==> config.mk <==
export PLATFORM = sky130hd
export DESIGN_NAME = wes_fold_gap
export DESIGN_NICKNAME = d
export VERILOG_FILES = /design/src/rtl/wes_pkg.sv /design/src/rtl/wes_edge_dist.sv
export SDC_FILE = /design/constraint.sdc
export NUM_CORES = 1
export LEC_CHECK = 0
export BUFFER_PORTS_ARGS = -buffer_cell sky130_fd_sc_hd__buf_2
export CORE_MARGIN = 3
export CORE_UTILIZATION = 50
export DETAILED_ROUTE_END_ITERATION = 16
export PLACE_DENSITY = 0.72
export REMOVE_ABC_BUFFERS = 1
export SYNTH_ARGS = -nofsm -noshare
export SYNTH_HDL_FRONTEND = slang
export SYNTH_SLANG_ARGS = --single-unit
export TNS_END_PERCENT = 100
==> constraint.sdc <==
create_clock -name vclk -period 9
set_clock_uncertainty 0.1 [all_clocks]
set_input_delay 0.45 -clock vclk [all_inputs]
set_output_delay 0.45 -clock vclk [all_outputs]
set_load 0.005 [all_outputs]
==> src/rtl/wes_pkg.sv <==
// Shared constants and register index codes for the wireframe edge shader.
// No dependencies; imported by every module of the block.
package wes_pkg;

  localparam int COORD_FRAC_BITS = 16;
  localparam int CHANNEL_BITS    = 16;

  localparam int COORD_W   = 24;
  localparam int GRID_W    = 8;
  localparam int SCALE_W   = 24;
  localparam int COLOR_W   = 64;
  localparam int SLOT_W    = 16;
  localparam int NUM_CHAN  = 4;
  localparam int W_FRAC    = 16;
  localparam int W_BITS    = W_FRAC + 1;
  localparam int W_ONE     = 1 << W_FRAC;
  localparam int CFG_IDX_W = 3;

  localparam logic [COLOR_W-1:0] EDGE_COLOR_RST = 64'd65535;
  localparam logic [COLOR_W-1:0] FACE_COLOR_RST = 64'd0;
  localparam logic [SCALE_W-1:0] EDGE_SCALE_RST = 24'd1310720;
  localparam logic [GRID_W-1:0]  CELL_DIV_RST   = 8'd1;

  typedef enum logic [CFG_IDX_W-1:0] {
    CFG_EDGE_COLOR  = 3'd0,
    CFG_FACE_COLOR  = 3'd1,
    CFG_EDGE_SCALE  = 3'd2,
    CFG_CELL_DIV    = 3'd3,
    CFG_VOLUME_MODE = 3'd4
  } cfg_idx_e;

endpackage

==> src/rtl/wes_edge_dist.sv <==
// Edge distance of one reference coordinate: fraction of the coordinate times the
// cell subdivision count, folded at 0.5. Depends on wes_pkg.
module wes_fold_gap import wes_pkg::*; (
  input  logic [COORD_W-1:0]         coord_i,
  input  logic [GRID_W-1:0]          cell_div_i,
  output logic [COORD_FRAC_BITS-1:0] dist_o
);

  logic [COORD_FRAC_BITS+GRID_W-1:0] prod;
  logic [COORD_FRAC_BITS-1:0]        frac;

  assign prod = (COORD_FRAC_BITS+GRID_W)'(coord_i[COORD_FRAC_BITS-1:0])
              * (COORD_FRAC_BITS+GRID_W)'(cell_div_i);
  assign frac = prod[COORD_FRAC_BITS-1:0];
  // fold the upper half back: one - f taken modulo one
  assign dist_o = frac[COORD_FRAC_BITS-1] ? (~frac + 1'b1) : frac;

endmodule

==> metrics.md <==
| Metric | Value |
|---|---|
| Slew @ Worst Pin | 667 ps |
| Startpoint types | primary input |
| PwrDens | 392 mW/mm^2 |
| Placer Congestion | 0.846 |
| Final hold violation count | 0 |
| Max-cap viol count | 0 |
| ANT cells | 0 |
| Critical path type | in -> out |
| Setup TNS | 0 ps |
| Register area share after synthesis | 0% |
| Largest net degree at the start of global routing | 17 |
| Cell variety after synth | 38 |
| Seq cells | 0 |
| Die Area | 0.00729 sq mm |
| Final setup fails | 0 |
| # fillers | 582 |
| Residual DRC count | 0 |
| P&R area growth vs syn | 8.26% |
| Die Y | 85.4 microns |
| Final critical delay including setup and external delays | between 5000 and 6000 ps |
| CP max FO | 15 |
| Starting Density | 52.3% |
| First-pass GRT wire length | 11.9 mm |
| Vias | 2457 |
| Sequential Area | 0 sq um |
| Yosys warnings | 0 |
| # Post-CTS Setup Buffers | 0 |
| Final period util | 66.5% |
| Syn Inst Count | 367 |
| Number of nets in the layout | 519 |
| Crit path required time | 8450 ps |
| Final WL | 6.39 mm |
| CP endpoint kind | primary output |
| Initial drt markers | 72 |
| CTS resizes | 0 |
| Ports | 48 |
| FP Rows | 28 |
| Run status | finished clean |
| Max Slew Vio Count | 0 |
| Post-CTS Hold Fix Bufs | 0 |
| Vias in the first global route | 2676 |
| Worst vdd ir | 0.461 mV |
| WL/cell | ~13 microns |
| Layout clock buffer count | 0 |
| Worst EP arrival | approximately 5400 ps |
| Initial antenna violation count | 0 |
| Syn Area/Cell | between 8 and 9 sq um |
| Setup ws final | 3010 ps |
| DRT Pass-1 Iters | 4 |
| Final HPWL DP | around 5.4 mm |
| Hold Path Class | in -> out |
| Slew headroom | 55.5% |
| Leakage | 1.75 nW |
| IO Port Bufs | 40 |
| Unrepaired setup endpoints after global routing | no |
| Routed Antenna Nets | 0 |
| Core ar. | 0.00603 sq mm |
| Die X | ~85 microns |
| Total gr overflow | 0 |
| Top achievable clock speed | 167 MHz |
| Setup Slack @ Placement | 3020 ps |
| Mapped Area | about 0.0032 sq mm |
| Share of layout cells above drive strength 1 | 12.5% |
| GR Util All Layers | 19.6% |
| DR vias/cell | 5.17 |
cells in the mapped netlist (2+ instances only):
cell type  instances  area [sq um]
clkbuf_1           6          22.5
a21oi_1           11          55.1
o21bai_1           2          15.0
nand2b_1           2          12.5
ha_1              25           313
nor3_1             2          10.0
a21o_1             6          45.0
a211o_1            2          17.5
fa_1              60          1200
nor2_1             7          26.3
a31oi_1            2          12.5
and2_1            75           469
xor2_1            10          87.6
inv_1             79           297
o21ai_0            3          15.0
nor4_1             2          12.5
a21oi_2            2          17.5
xnor2_1           23           201
nand2_1           29           109
area by class of cell:
class / instances / area [sq um] / share of cell area [%]
multi-input combinational: 281 / 2820 / 82.7
inverter: 79 / 297 / 8.69
tap: 75 / 93.8 / 2.75
timing repair buffer: 40 / 200 / 5.87
cell usage in the layout (no fill, tap or decap), types with 2 or more instances in the layout:
| cell type | n |
|---|---|
| a211o_1 | 2 |
| a31oi_1 | 2 |
| buf_2 | 40 |
| inv_1 | 79 |
| nor2_1 | 7 |
| fa_1 | 60 |
| xor2_1 | 10 |
| nor3_1 | 2 |
| nand2b_1 | 2 |
| a21o_1 | 6 |
| o21ai_0 | 3 |
| and2_1 | 75 |
| nor4_1 | 2 |
| xnor2_1 | 23 |
| ha_1 | 25 |
| o21bai_1 | 2 |
| a21oi_1 | 11 |
| nand2_1 | 29 |
| a21oi_2 | 2 |
per-layer routing:
| layer | GRT usage (%) | wire (microns) | vias up |
|---|---|---|---|
| met1 | 24.5 | 2770 | 1224 |
| met2 | 38.5 | 3380 | 50 |
| met5 | 0 | 0 | - |
| li1 | - | - | 1177 |
| met3 | 0.485 | 182 | 6 |
| met4 | 1.73 | 57 | 0 |
worst max-delay path, stage by stage:
cell and delay (ps):
buf_2 180, and2_1 190, fa_1 550, fa_1 450, fa_1 550, inv_1 60, fa_1 540, inv_1 40
ha_1 230, or3_4 410, a21o_1 190, a311oi_2 390, o21ai_2 130, xor2_2 540, and2b_1 260, xor2_1 130
buf_2 140
cells by family after synthesis:
family | Yosys count | synth area share [%]
buffers and inverters | 86 | 10.5
AND/OR/NAND/NOR | 125 | 22.8
AO/OA/AOI/OAI | 35 | 7.90
XOR/XNOR | 35 | 10.4
multiplexers | 1 | 0.357
adder cells (fa/ha/maj) | 85 | 48.1
report_power, final:
group          switching, mW  internal (mW)
Sequential                 0              0
Clock                      0              0
Combinational          0.686          0.649
final timing paths:
check	to	depth (start not counted)	slack [ps]	start
worst max-delay path	dist_o[8]	17	3010	cell_div_i[4]
worst min-delay path	dist_o[0]	4	1260	coord_i[0]
through the flow:
step	hold slack [ps]	util, %	cells	total power, mW	area, sq um
after floorplan	909	-	360	0.970	3120
after CTS	1230	56.6	475	1.36	3410
final	1260	56.6	475	1.34	3410
after global placement	1240	56.6	475	1.33	3410
after global routing	1320	56.6	475	1.52	3410
after detailed placement	1230	56.6	475	1.35	3410
Note: power is estimated with default switching activity, not from simulation.
